## src/fbc_pkg.sv

```systemverilog
// ----------------------------------------------------------------------------
// fbc_pkg
// Shared types, constants and byte functions of the 128-bit Feistel cipher.
// ----------------------------------------------------------------------------
package fbc_pkg;

  // default round count
  localparam int ROUNDS_DEF = 8;

  // word and port widths
  localparam int HALF_W     = 64;
  localparam int CFG_IDX_W  = 2;
  localparam int CFG_DATA_W = 64;
  localparam int KEY_LEN_W  = 5;

  // configuration register indexes
  typedef logic [CFG_IDX_W-1:0] cfg_idx_t;
  localparam cfg_idx_t REG_KEY_HIGH   = 2'd0;
  localparam cfg_idx_t REG_KEY_LOW    = 2'd1;
  localparam cfg_idx_t REG_KEY_LENGTH = 2'd2;

  // function codes
  localparam logic FUNC_ENC = 1'b0;
  localparam logic FUNC_DEC = 1'b1;

  // round function and schedule constants
  localparam logic [7:0] IDX_STEP   = 8'd17;
  localparam logic [7:0] IDX_BASE   = 8'd31;
  localparam logic [7:0] LOAD_STEP  = 8'd71;
  localparam logic [7:0] ROUND_STEP = 8'd43;
  localparam int         ROT_BYTES  = 5;

  // cipher datapath states
  typedef enum logic [1:0] {
    ST_IDLE,
    ST_WHITEN,
    ST_ROUND,
    ST_FINAL
  } fbc_state_t;

  // key schedule states
  typedef enum logic [1:0] {
    KS_IDLE,
    KS_LOAD,
    KS_HI,
    KS_LO
  } ks_state_t;

  // 4-bit substitution
  function automatic logic [3:0] nib_sub(input logic [3:0] n);
    logic [3:0] s;
    case (n)
      4'h0: s = 4'hE;
      4'h1: s = 4'h4;
      4'h2: s = 4'hD;
      4'h3: s = 4'h1;
      4'h4: s = 4'h2;
      4'h5: s = 4'hF;
      4'h6: s = 4'hB;
      4'h7: s = 4'h8;
      4'h8: s = 4'h3;
      4'h9: s = 4'hA;
      4'hA: s = 4'h6;
      4'hB: s = 4'hC;
      4'hC: s = 4'h5;
      4'hD: s = 4'h9;
      4'hE: s = 4'h0;
      default: s = 4'h7;
    endcase
    return s;
  endfunction

  // byte substitution, both nibbles
  function automatic logic [7:0] sub_byte(input logic [7:0] b);
    return {nib_sub(b[7:4]), nib_sub(b[3:0])};
  endfunction

  // round function over one 64-bit half, byte 0 on top
  function automatic logic [HALF_W-1:0] round_f(input logic [HALF_W-1:0] h,
                                                input logic [HALF_W-1:0] k);
    logic [0:7][7:0] hb;
    logic [0:7][7:0] kb;
    logic [0:7][7:0] ob;
    hb = h;
    kb = k;
    for (int i = 0; i < 8; i++) begin
      ob[i] = sub_byte(hb[i] ^ kb[i]) ^ (8'(i) * IDX_STEP + IDX_BASE)
              ^ kb[(i + 3) % 8];
    end
    return ob;
  endfunction

endpackage

```

## src/fbc_if.sv

```systemverilog
// ----------------------------------------------------------------------------
// fbc_in_if / fbc_out_if
// Valid/ready channels carrying block words into and out of the cipher.
// ----------------------------------------------------------------------------
interface fbc_in_if import fbc_pkg::*; ();
  logic              valid;
  logic              ready;
  logic              func;
  logic [HALF_W-1:0] block_high;
  logic [HALF_W-1:0] block_low;

  modport source (output valid, func, block_high, block_low, input ready);
  modport sink   (input valid, func, block_high, block_low, output ready);
endinterface

interface fbc_out_if import fbc_pkg::*; ();
  logic              valid;
  logic              ready;
  logic [HALF_W-1:0] out_high;
  logic [HALF_W-1:0] out_low;

  modport source (output valid, out_high, out_low, input ready);
  modport sink   (input valid, out_high, out_low, output ready);
endinterface

```

## src/fbc_keysched.sv

```systemverilog
// ----------------------------------------------------------------------------
// fbc_keysched
// Key registers and round key generator; writes the round key memory.
// ----------------------------------------------------------------------------
module fbc_keysched import fbc_pkg::*; #(
  parameter int ROUNDS = ROUNDS_DEF
) (
  input  logic                     clk,
  input  logic                     rst_n,
  input  logic                     cfg_we,
  input  cfg_idx_t                 cfg_index,
  input  logic [CFG_DATA_W-1:0]    cfg_data,
  output logic                     busy,
  output logic                     wr_en,
  output logic [$clog2(ROUNDS+1):0] wr_addr,
  output logic [HALF_W-1:0]        wr_data
);

  localparam int RW = $clog2(ROUNDS + 1);

  // one in-place schedule pass over the 16 working bytes
  function automatic logic [0:15][7:0] sched_step(input logic [0:15][7:0] w,
                                                  input logic [7:0] c);
    logic [0:15][7:0] nw;
    for (int i = 0; i < 16 - ROT_BYTES; i++) begin
      nw[i] = sub_byte(w[i + ROT_BYTES] ^ (c + 8'(i)));
    end
    for (int i = 16 - ROT_BYTES; i < 16; i++) begin
      nw[i] = sub_byte(nw[i + ROT_BYTES - 16] ^ (c + 8'(i)));
    end
    return nw;
  endfunction

  ks_state_t              state_r, state_nxt;
  logic [HALF_W-1:0]      key_high_r, key_high_nxt;
  logic [HALF_W-1:0]      key_low_r, key_low_nxt;
  logic [KEY_LEN_W-1:0]   key_len_r, key_len_nxt;
  logic [0:15][7:0]       w_r, w_nxt;
  logic [3:0]             step_r, step_nxt;
  logic [3:0]             pos_r, pos_nxt;
  logic [7:0]             c71_r, c71_nxt;
  logic [7:0]             c43_r, c43_nxt;
  logic [RW-1:0]          rnd_r, rnd_nxt;
  logic [0:15][7:0]       key_b;
  logic [KEY_LEN_W-1:0]   len_eff;
  logic                   cfg_hit;

  assign key_b   = {key_high_r, key_low_r};
  assign cfg_hit = cfg_we && (cfg_index == REG_KEY_HIGH || cfg_index == REG_KEY_LOW ||
                              cfg_index == REG_KEY_LENGTH);

  // clamp key length to 1..16
  always_comb begin
    if (key_len_r == '0) begin
      len_eff = KEY_LEN_W'(1);
    end else if (key_len_r > KEY_LEN_W'(16)) begin
      len_eff = KEY_LEN_W'(16);
    end else begin
      len_eff = key_len_r;
    end
  end

  // schedule sequencer
  always_comb begin
    state_nxt    = state_r;
    key_high_nxt = key_high_r;
    key_low_nxt  = key_low_r;
    key_len_nxt  = key_len_r;
    w_nxt        = w_r;
    step_nxt     = step_r;
    pos_nxt      = pos_r;
    c71_nxt      = c71_r;
    c43_nxt      = c43_r;
    rnd_nxt      = rnd_r;
    wr_en        = 1'b0;
    wr_addr      = {rnd_r, 1'b0};
    wr_data      = w_r[0:7];
    unique case (state_r)
      KS_IDLE: begin
      end
      // shift in key bytes cycled over the key length
      KS_LOAD: begin
        w_nxt    = {w_r[1:15], key_b[pos_r] ^ c71_r};
        c71_nxt  = c71_r + LOAD_STEP;
        step_nxt = step_r + 4'd1;
        pos_nxt  = ({1'b0, pos_r} + KEY_LEN_W'(1) == len_eff) ? '0 : pos_r + 4'd1;
        if (step_r == 4'd15) begin
          state_nxt = KS_HI;
          rnd_nxt   = '0;
          c43_nxt   = '0;
        end
      end
      KS_HI: begin
        wr_en     = 1'b1;
        state_nxt = KS_LO;
      end
      // store low word and advance the working bytes
      KS_LO: begin
        wr_en   = 1'b1;
        wr_addr = {rnd_r, 1'b1};
        wr_data = w_r[8:15];
        w_nxt   = sched_step(w_r, c43_r);
        c43_nxt = c43_r + ROUND_STEP;
        if (rnd_r == RW'(ROUNDS)) begin
          state_nxt = KS_IDLE;
        end else begin
          rnd_nxt   = rnd_r + RW'(1);
          state_nxt = KS_HI;
        end
      end
      default: state_nxt = KS_IDLE;
    endcase
    // register write restarts the schedule
    if (cfg_hit) begin
      state_nxt = KS_LOAD;
      step_nxt  = '0;
      pos_nxt   = '0;
      c71_nxt   = '0;
      case (cfg_index)
        REG_KEY_HIGH:   key_high_nxt = cfg_data;
        REG_KEY_LOW:    key_low_nxt  = cfg_data;
        default:        key_len_nxt  = cfg_data[KEY_LEN_W-1:0];
      endcase
    end
  end

  assign busy = (state_r != KS_IDLE);

  // control and key registers
  always_ff @(posedge clk) begin
    if (!rst_n) begin
      state_r    <= KS_IDLE;
      key_high_r <= '0;
      key_low_r  <= '0;
      key_len_r  <= KEY_LEN_W'(16);
      step_r     <= '0;
      pos_r      <= '0;
      rnd_r      <= '0;
    end else begin
      state_r    <= state_nxt;
      key_high_r <= key_high_nxt;
      key_low_r  <= key_low_nxt;
      key_len_r  <= key_len_nxt;
      step_r     <= step_nxt;
      pos_r      <= pos_nxt;
      rnd_r      <= rnd_nxt;
    end
  end

  // working bytes and byte counters
  always_ff @(posedge clk) begin
    w_r   <= w_nxt;
    c71_r <= c71_nxt;
    c43_r <= c43_nxt;
  end

endmodule

```

## src/feistel_block_cipher_128.sv

```systemverilog
// A block passes input whitening, the Feistel rounds (one a cycle, each fed by one key
// memory read) and output whitening into the result register. A new block is taken
// only when the previous result can be written. A key register write runs the schedule,
// loading key bytes and then writing round keys, with input not ready meanwhile. Sync
// reset clears control registers and key words and sets the key length to 16; round
// key memory holds nothing usable until the first key register write.
// ----------------------------------------------------------------------------
// feistel_block_cipher_128
// 128-bit Feistel cipher with whitening, round keys held in one memory.
// ----------------------------------------------------------------------------
module feistel_block_cipher_128 import fbc_pkg::*; #(
  parameter int ROUNDS = ROUNDS_DEF
) (
  input  logic                  clk,
  input  logic                  rst_n,
  fbc_in_if.sink                in_ch,
  fbc_out_if.source             out_ch,
  input  logic                  cfg_we,
  input  cfg_idx_t              cfg_index,
  input  logic [CFG_DATA_W-1:0] cfg_data
);

  localparam int RW        = $clog2(ROUNDS + 1);
  localparam int AW        = RW + 1;
  localparam int NUM_WORDS = 2 * (ROUNDS + 1);

  fbc_state_t        state_r, state_nxt;
  logic              func_r, func_nxt;
  logic [HALF_W-1:0] l_r, l_nxt;
  logic [HALF_W-1:0] r_r, r_nxt;
  logic [RW-1:0]     k_r, k_nxt;
  logic [RW-1:0]     cnt_r, cnt_nxt;
  logic              out_valid_r, out_valid_nxt;
  logic [HALF_W-1:0] out_high_r, out_high_nxt;
  logic [HALF_W-1:0] out_low_r, out_low_nxt;

  logic              ks_busy;
  logic              ks_wr_en;
  logic [AW-1:0]     ks_wr_addr;
  logic [HALF_W-1:0] ks_wr_data;

  logic [HALF_W-1:0] key_mem [NUM_WORDS];
  logic              rd_en;
  logic [RW-1:0]     rd_row;
  logic [HALF_W-1:0] q_a, q_b;

  logic              out_free;
  logic              accept;
  logic [HALF_W-1:0] f_val;

  // key schedule
  fbc_keysched #(.ROUNDS(ROUNDS)) u_keysched (
    .clk       (clk),
    .rst_n     (rst_n),
    .cfg_we    (cfg_we),
    .cfg_index (cfg_index),
    .cfg_data  (cfg_data),
    .busy      (ks_busy),
    .wr_en     (ks_wr_en),
    .wr_addr   (ks_wr_addr),
    .wr_data   (ks_wr_data)
  );

  // round key memory, even word and odd word of one row read together
  always_ff @(posedge clk) begin
    if (ks_wr_en) begin
      key_mem[ks_wr_addr] <= ks_wr_data;
    end
    if (rd_en) begin
      q_a <= key_mem[{rd_row, 1'b0}];
      q_b <= key_mem[{rd_row, 1'b1}];
    end
  end

  // handshake
  assign out_free    = !out_valid_r || out_ch.ready;
  assign in_ch.ready = !ks_busy && !cfg_we &&
                       (state_r == ST_IDLE || (state_r == ST_FINAL && out_free));
  assign accept      = in_ch.valid && in_ch.ready;

  // round function on the half that feeds it
  assign f_val = round_f((func_r == FUNC_DEC) ? l_r : r_r, q_a);

  // datapath sequencer
  always_comb begin
    state_nxt     = state_r;
    func_nxt      = func_r;
    l_nxt         = l_r;
    r_nxt         = r_r;
    k_nxt         = k_r;
    cnt_nxt       = cnt_r;
    rd_en         = 1'b0;
    rd_row        = k_r;
    out_valid_nxt = out_valid_r && !out_ch.ready;
    out_high_nxt  = out_high_r;
    out_low_nxt   = out_low_r;
    unique case (state_r)
      ST_IDLE: begin
      end
      // input whitening, fetch first round key
      ST_WHITEN: begin
        l_nxt     = l_r ^ q_a;
        r_nxt     = r_r ^ q_b;
        k_nxt     = (func_r == FUNC_DEC) ? RW'(ROUNDS) : RW'(1);
        rd_en     = 1'b1;
        rd_row    = k_nxt;
        cnt_nxt   = RW'(ROUNDS);
        state_nxt = ST_ROUND;
      end
      // one Feistel round, fetch next key or final whitening row
      ST_ROUND: begin
        if (func_r == FUNC_DEC) begin
          l_nxt = r_r ^ f_val;
          r_nxt = l_r;
        end else begin
          l_nxt = r_r;
          r_nxt = l_r ^ f_val;
        end
        rd_en = 1'b1;
        if (cnt_r == RW'(1)) begin
          rd_row    = (func_r == FUNC_DEC) ? '0 : RW'(ROUNDS);
          state_nxt = ST_FINAL;
        end else begin
          k_nxt   = (func_r == FUNC_DEC) ? k_r - RW'(1) : k_r + RW'(1);
          rd_row  = k_nxt;
          cnt_nxt = cnt_r - RW'(1);
        end
      end
      // output whitening into the result register
      ST_FINAL: begin
        if (out_free) begin
          out_valid_nxt = 1'b1;
          out_high_nxt  = l_r ^ q_a;
          out_low_nxt   = r_r ^ q_b;
          state_nxt     = ST_IDLE;
        end
      end
      default: state_nxt = ST_IDLE;
    endcase
    // take a new block, fetch its input whitening row
    if (accept) begin
      func_nxt  = in_ch.func;
      l_nxt     = in_ch.block_high;
      r_nxt     = in_ch.block_low;
      rd_en     = 1'b1;
      rd_row    = (in_ch.func == FUNC_DEC) ? RW'(ROUNDS) : '0;
      state_nxt = ST_WHITEN;
    end
  end

  // control registers
  always_ff @(posedge clk) begin
    if (!rst_n) begin
      state_r     <= ST_IDLE;
      out_valid_r <= 1'b0;
      cnt_r       <= '0;
      k_r         <= '0;
    end else begin
      state_r     <= state_nxt;
      out_valid_r <= out_valid_nxt;
      cnt_r       <= cnt_nxt;
      k_r         <= k_nxt;
    end
  end

  // payload registers
  always_ff @(posedge clk) begin
    func_r     <= func_nxt;
    l_r        <= l_nxt;
    r_r        <= r_nxt;
    out_high_r <= out_high_nxt;
    out_low_r  <= out_low_nxt;
  end

  assign out_ch.valid    = out_valid_r;
  assign out_ch.out_high = out_high_r;
  assign out_ch.out_low  = out_low_r;

endmodule

```

## src/flat_wrapper.sv

```systemverilog
// flat-port wrapper written by rule: the top's interface ports become plain ports
module feistel_block_cipher_128_flat import fbc_pkg::*;
#(
  parameter int ROUNDS = ROUNDS_DEF
)
  (clk, rst_n, cfg_we, cfg_index, cfg_data, in_ch_valid, in_ch_func, in_ch_block_high, in_ch_block_low, in_ch_ready, out_ch_valid, out_ch_out_high, out_ch_out_low, out_ch_ready);
  fbc_in_if in_ch_i ();
  fbc_out_if out_ch_i ();
  input  logic clk;
  input  logic rst_n;
  input  logic cfg_we;
  input  cfg_idx_t cfg_index;
  input  logic [CFG_DATA_W-1:0] cfg_data;
  input wire logic [$bits(in_ch_i.valid)-1:0] in_ch_valid;
  input wire logic [$bits(in_ch_i.func)-1:0] in_ch_func;
  input wire logic [$bits(in_ch_i.block_high)-1:0] in_ch_block_high;
  input wire logic [$bits(in_ch_i.block_low)-1:0] in_ch_block_low;
  output wire logic [$bits(in_ch_i.ready)-1:0] in_ch_ready;
  output wire logic [$bits(out_ch_i.valid)-1:0] out_ch_valid;
  output wire logic [$bits(out_ch_i.out_high)-1:0] out_ch_out_high;
  output wire logic [$bits(out_ch_i.out_low)-1:0] out_ch_out_low;
  input wire logic [$bits(out_ch_i.ready)-1:0] out_ch_ready;
  assign in_ch_i.valid = in_ch_valid;
  assign in_ch_i.func = in_ch_func;
  assign in_ch_i.block_high = in_ch_block_high;
  assign in_ch_i.block_low = in_ch_block_low;
  assign in_ch_ready = in_ch_i.ready;
  assign out_ch_valid = out_ch_i.valid;
  assign out_ch_out_high = out_ch_i.out_high;
  assign out_ch_out_low = out_ch_i.out_low;
  assign out_ch_i.ready = out_ch_ready;
  feistel_block_cipher_128 #(.ROUNDS(ROUNDS)) u_core (.clk(clk), .rst_n(rst_n), .in_ch(in_ch_i), .out_ch(out_ch_i), .cfg_we(cfg_we), .cfg_index(cfg_index), .cfg_data(cfg_data));
endmodule
```

## config.mk

```make
export PLATFORM = sky130hd
export DESIGN_NAME = feistel_block_cipher_128_flat
export DESIGN_NICKNAME = d
export VERILOG_FILES = /design/src/fbc_pkg.sv /design/src/fbc_if.sv /design/src/fbc_keysched.sv /design/src/feistel_block_cipher_128.sv /design/src/flat_wrapper.sv
export SDC_FILE = /design/constraint.sdc
export NUM_CORES = 2
export LEC_CHECK = 0
export BUFFER_PORTS_ARGS = -buffer_cell sky130_fd_sc_hd__buf_2
export CAP_MARGIN = 20
export CORE_MARGIN = 5
export CORE_UTILIZATION = 35
export CTS_BUF_LIST = sky130_fd_sc_hd__clkbuf_2
export DETAILED_ROUTE_END_ITERATION = 10
export GPL_ROUTABILITY_DRIVEN = 0
export PLACE_DENSITY = 0.48
export SLEW_MARGIN = 15
export SYNTH_ARGS = -nofsm -noshare
export SYNTH_HDL_FRONTEND = slang
export SYNTH_MEMORY_MAX_BITS = 65536
export SYNTH_SLANG_ARGS = --single-unit
```

## constraint.sdc

```tcl
create_clock -name clk -period 19.9 [get_ports clk]
set_input_delay 1.99 -clock clk [delete_from_list [all_inputs] [get_ports clk]]
set_output_delay 1.99 -clock clk [all_outputs]
set_load 0.01 [all_outputs]
```

==> results.sh <==
export IMPL_min_period_ps=5830
export IMPL_rrSetupSlack_ps=14150
export IMPL_post_cts_buffers=0
export IMPL_area_growth_pct=10.6
export IMPL_setup_viol=0
export IMPL_drt_iter0_markers=4850
export IMPL_antenna_found_initial=6
export IMPL_cellPowerDensity_mw_per_mm2=151
export IMPL_r2r_end="u_core.q_b[49]$_DFFE_PP_"
export IMPL_worstHoldStart="cfg_data[34]"
export IMPL_die_area_mm2=0.262
export IMPL_dr_pass1_iters=6
export IMPL_arrival_ps=3840
export IMPL_synth_edf_count=1673
export IMPL_clock_fmax_mhz=172
export IMPL_grt_max_degree=175
export IMPL_syn_inst=7441
export IMPL_final_cell_area_mm2=0.0976
export IMPL_io_buffers=329
export IMPL_postRouteAntennaNets=0
export IMPL_drv_slew=0
export IMPL_yosys_warnings=0
export IMPL_hpwl_um=176000
export IMPL_vias=60400
export IMPL_fin_util_pct=38.9
export IMPL_synth_top_area_share_pct=56.9
export IMPL_holdBufCountCts=0
export IMPL_max_stage_delay_ps=630
export IMPL_syn_nets=7886
export IMPL_die_w_um=512
export IMPL_grt_first_pass_wirelength_um=403000
export IMPL_required_ps=17910
export IMPL_grt_usage_pct=20.3
export IMPL_skew_ps=292
export IMPL_ys_top_cells_by_area="edfxtp_1, nand2_1, mux2i_1"
export IMPL_cts_resized=0
export IMPL_numCtsBuffers=497
export IMPL_path_max_fanout=61
export IMPL_vdd_ir_drop_max_mv=0.197
export IMPL_r2r_cells=12
export IMPL_clockBufferDepth=4
export IMPL_finalHoldViolCount=0
export IMPL_yosysTopAreaCell="edfxtp_1"
export IMPL_finalSetupTns_ps=0
export IMPL_coreArea_mm2=0.251
export IMPL_mostFrequentLayoutCells="edfxtp_1, nand2_1, a21oi_1"
export IMPL_rr_startpoint="u_core.func_r$_DFFE_PP_"
export IMPL_max_cap_violations=0
export IMPL_ys_seq_area_share_pct=60.7
export IMPL_cts_tree="yes"
export IMPL_rsz0062_at_grt="false"
export IMPL_synth_seq_cells=1839
export IMPL_gr_total_overflow=0
export IMPL_ys_async_sr_fraction_pct=0
export IMPL_hold_end="u_core.u_keysched.key_low_r[34]$_SDFFE_PN0P_"
export IMPL_crit_chain="ha_1, nor2b_4, buf_4, o21a_1, buf_2"
export IMPL_synth_main_ff_cell="edfxtp_1"
export IMPL_period_share_pct=29.3
export IMPL_clkLatencyLatePin_ps=1940
export IMPL_rows=184
export IMPL_run_status="completed"
export IMPL_syn_avg_cell_area_um2=11.9
export IMPL_critPathKind="register to output port"
export IMPL_final_nets=8383
export IMPL_vias_per_cell=5.19
export IMPL_ys_types=93
export IMPL_drc=0
export IMPL_worst_pin_slew_ps=1210
export IMPL_end_kind="output port"
export IMPL_cts_sinks=1839
export IMPL_routed_wl_um=277000
export IMPL_layout_commonest_cell="edfxtp_1"
export IMPL_slowest_stage="buf_4"
export IMPL_ios=330
export IMPL_path_buf_inv=2
export IMPL_dpl_cell_area_mm2=0.0934
export IMPL_dieHeight_um=512
export IMPL_clk_pin_slew_ps=110
export IMPL_slew_headroom_pct=19.4
export IMPL_cts_htree_levels=5
export IMPL_wl_per_cell_um=23.8
export IMPL_hold_class="input pin to register"
export IMPL_leakage_nw=36.4
export IMPL_cpLargestDelayFamily="buffers and inverters"
export IMPL_initial_core_util_pct=35.2
export IMPL_grt_pass1_vias=58900
export IMPL_start_kind="register"
export IMPL_netlist_area_mm2=0.0883
export IMPL_whs_path_depth=3
export IMPL_drive_gt1_share_pct=16.2
export IMPL_cts_root_buf="clkbuf_2"
[routing by layer]
metal	wire length, um	vias up	track usage [%]
li1	-	28200	-
met1	127000	30000	28.5
met2	126000	1856	32.1
met3	14500	436	3.14
met4	9370	0	7.16
met5	0	-	0
[flip-flops by register name, indices dropped and copies added (netlist names), 5 cells and up]
register                      count
u_core.r_r                       64
u_core.out_ch.out_low            64
u_core.u_keysched.key_len_r       5
u_core.q_a                       64
u_core.u_keysched.key_high_r     64
u_core.q_b                       64
u_core.u_keysched.key_low_r      64
u_core.l_r                       64
u_core.u_keysched.c71_r           8
u_core.key_mem                 1152
u_core.out_ch.out_high           64
u_core.u_keysched.c43_r           8
u_core.u_keysched.w_r           128
[area by class of cell]
class	instances	area (um2)
fill	24600	154000
sequential	1839	53600
inverter	159	602
timing repair buffer	427	2480
clock buffer	720	3600
clock inverter	126	563
multi-input combinational	5014	32600
tap	3348	4190
antenna	12	30.0
[Yosys cell counts, types with 141 or more instances]
library cell	n
edfxtp_1	1673
nand2_1	1264
a21oi_1	732
nor2_1	451
mux2i_1	385
xnor2_1	367
clkbuf_1	336
xor2_1	258
o21ai_0	249
ha_1	244
nand3_1	174
dfxtp_1	166
inv_1	156
a31oi_1	144
a221oi_1	141
[where the power goes]
| part | switching, W | internal (W) | leakage (nW) |
|---|---|---|---|
| sequential | 0.000713 | 0.00495 | 16.6 |
| combinational | 0.00401 | 0.00249 | 16.6 |
| clock | 0.00159 | 0.000989 | 3.28 |
| total | 0.00631 | 0.00842 | 36.4 |
[per-stage QoR]
step | hold slack, ps | power (W) | setup slack [ps] | std cells
final | 323 | 0.0147 | 14070 | 11600
after global routing | 58.5 | 0.0158 | 13640 | 11600
after CTS | 19.8 | 0.0149 | 13740 | 11600
after detailed placement | 444 | 0.0122 | 12780 | 10800
after global placement | 439 | 0.0121 | 12840 | 10800
after floorplan | 433 | 0.0103 | 4560 | 7441
[cells by family (layout without fill, tap and decap cells)]
| logic type | after synthesis | count (layout) | share of synthesized area, % |
|---|---|---|---|
| simple gates | 2189 | 2189 | 10.4 |
| buf+inv | 588 | 1432 | 2.69 |
| other cells | 0 | 12 | 0 |
| fa+ha+maj | 245 | 245 | 3.48 |
| xor+xnor | 676 | 676 | 7.31 |
| mux | 450 | 450 | 5.76 |
| flops | 1839 | 1839 | 60.7 |
| compound gates | 1454 | 1454 | 9.71 |
[tightest hold or removal path, stage by stage]
cell     delay [ps]
buf_2           100
nand2_1          50
a21oi_1          50
[how the worst max path moves through the flow]
stage	startpoint	end	slack, ps	depth (start not counted)
2_1_floorplan	out_ch_ready	u_core.l_r[0]$_DFFE_PP_	4560	5
3_3_place_gp	cfg_we	u_core.q_a[48]$_DFFE_PP_	12840	7
3_5_place_dp	cfg_we	u_core.q_b[48]$_DFFE_PP_	12780	7
4_1_cts	u_core.state_r[1]$_SDFFE_PP0P_	in_ch_ready	13740	5
5_1_grt	u_core.state_r[1]$_SDFFE_PP0P_	in_ch_ready	13640	5
6_report	u_core.state_r[1]$_SDFFE_PP0P_	in_ch_ready	14070	5
Note: power is estimated with default switching activity, not from simulation.
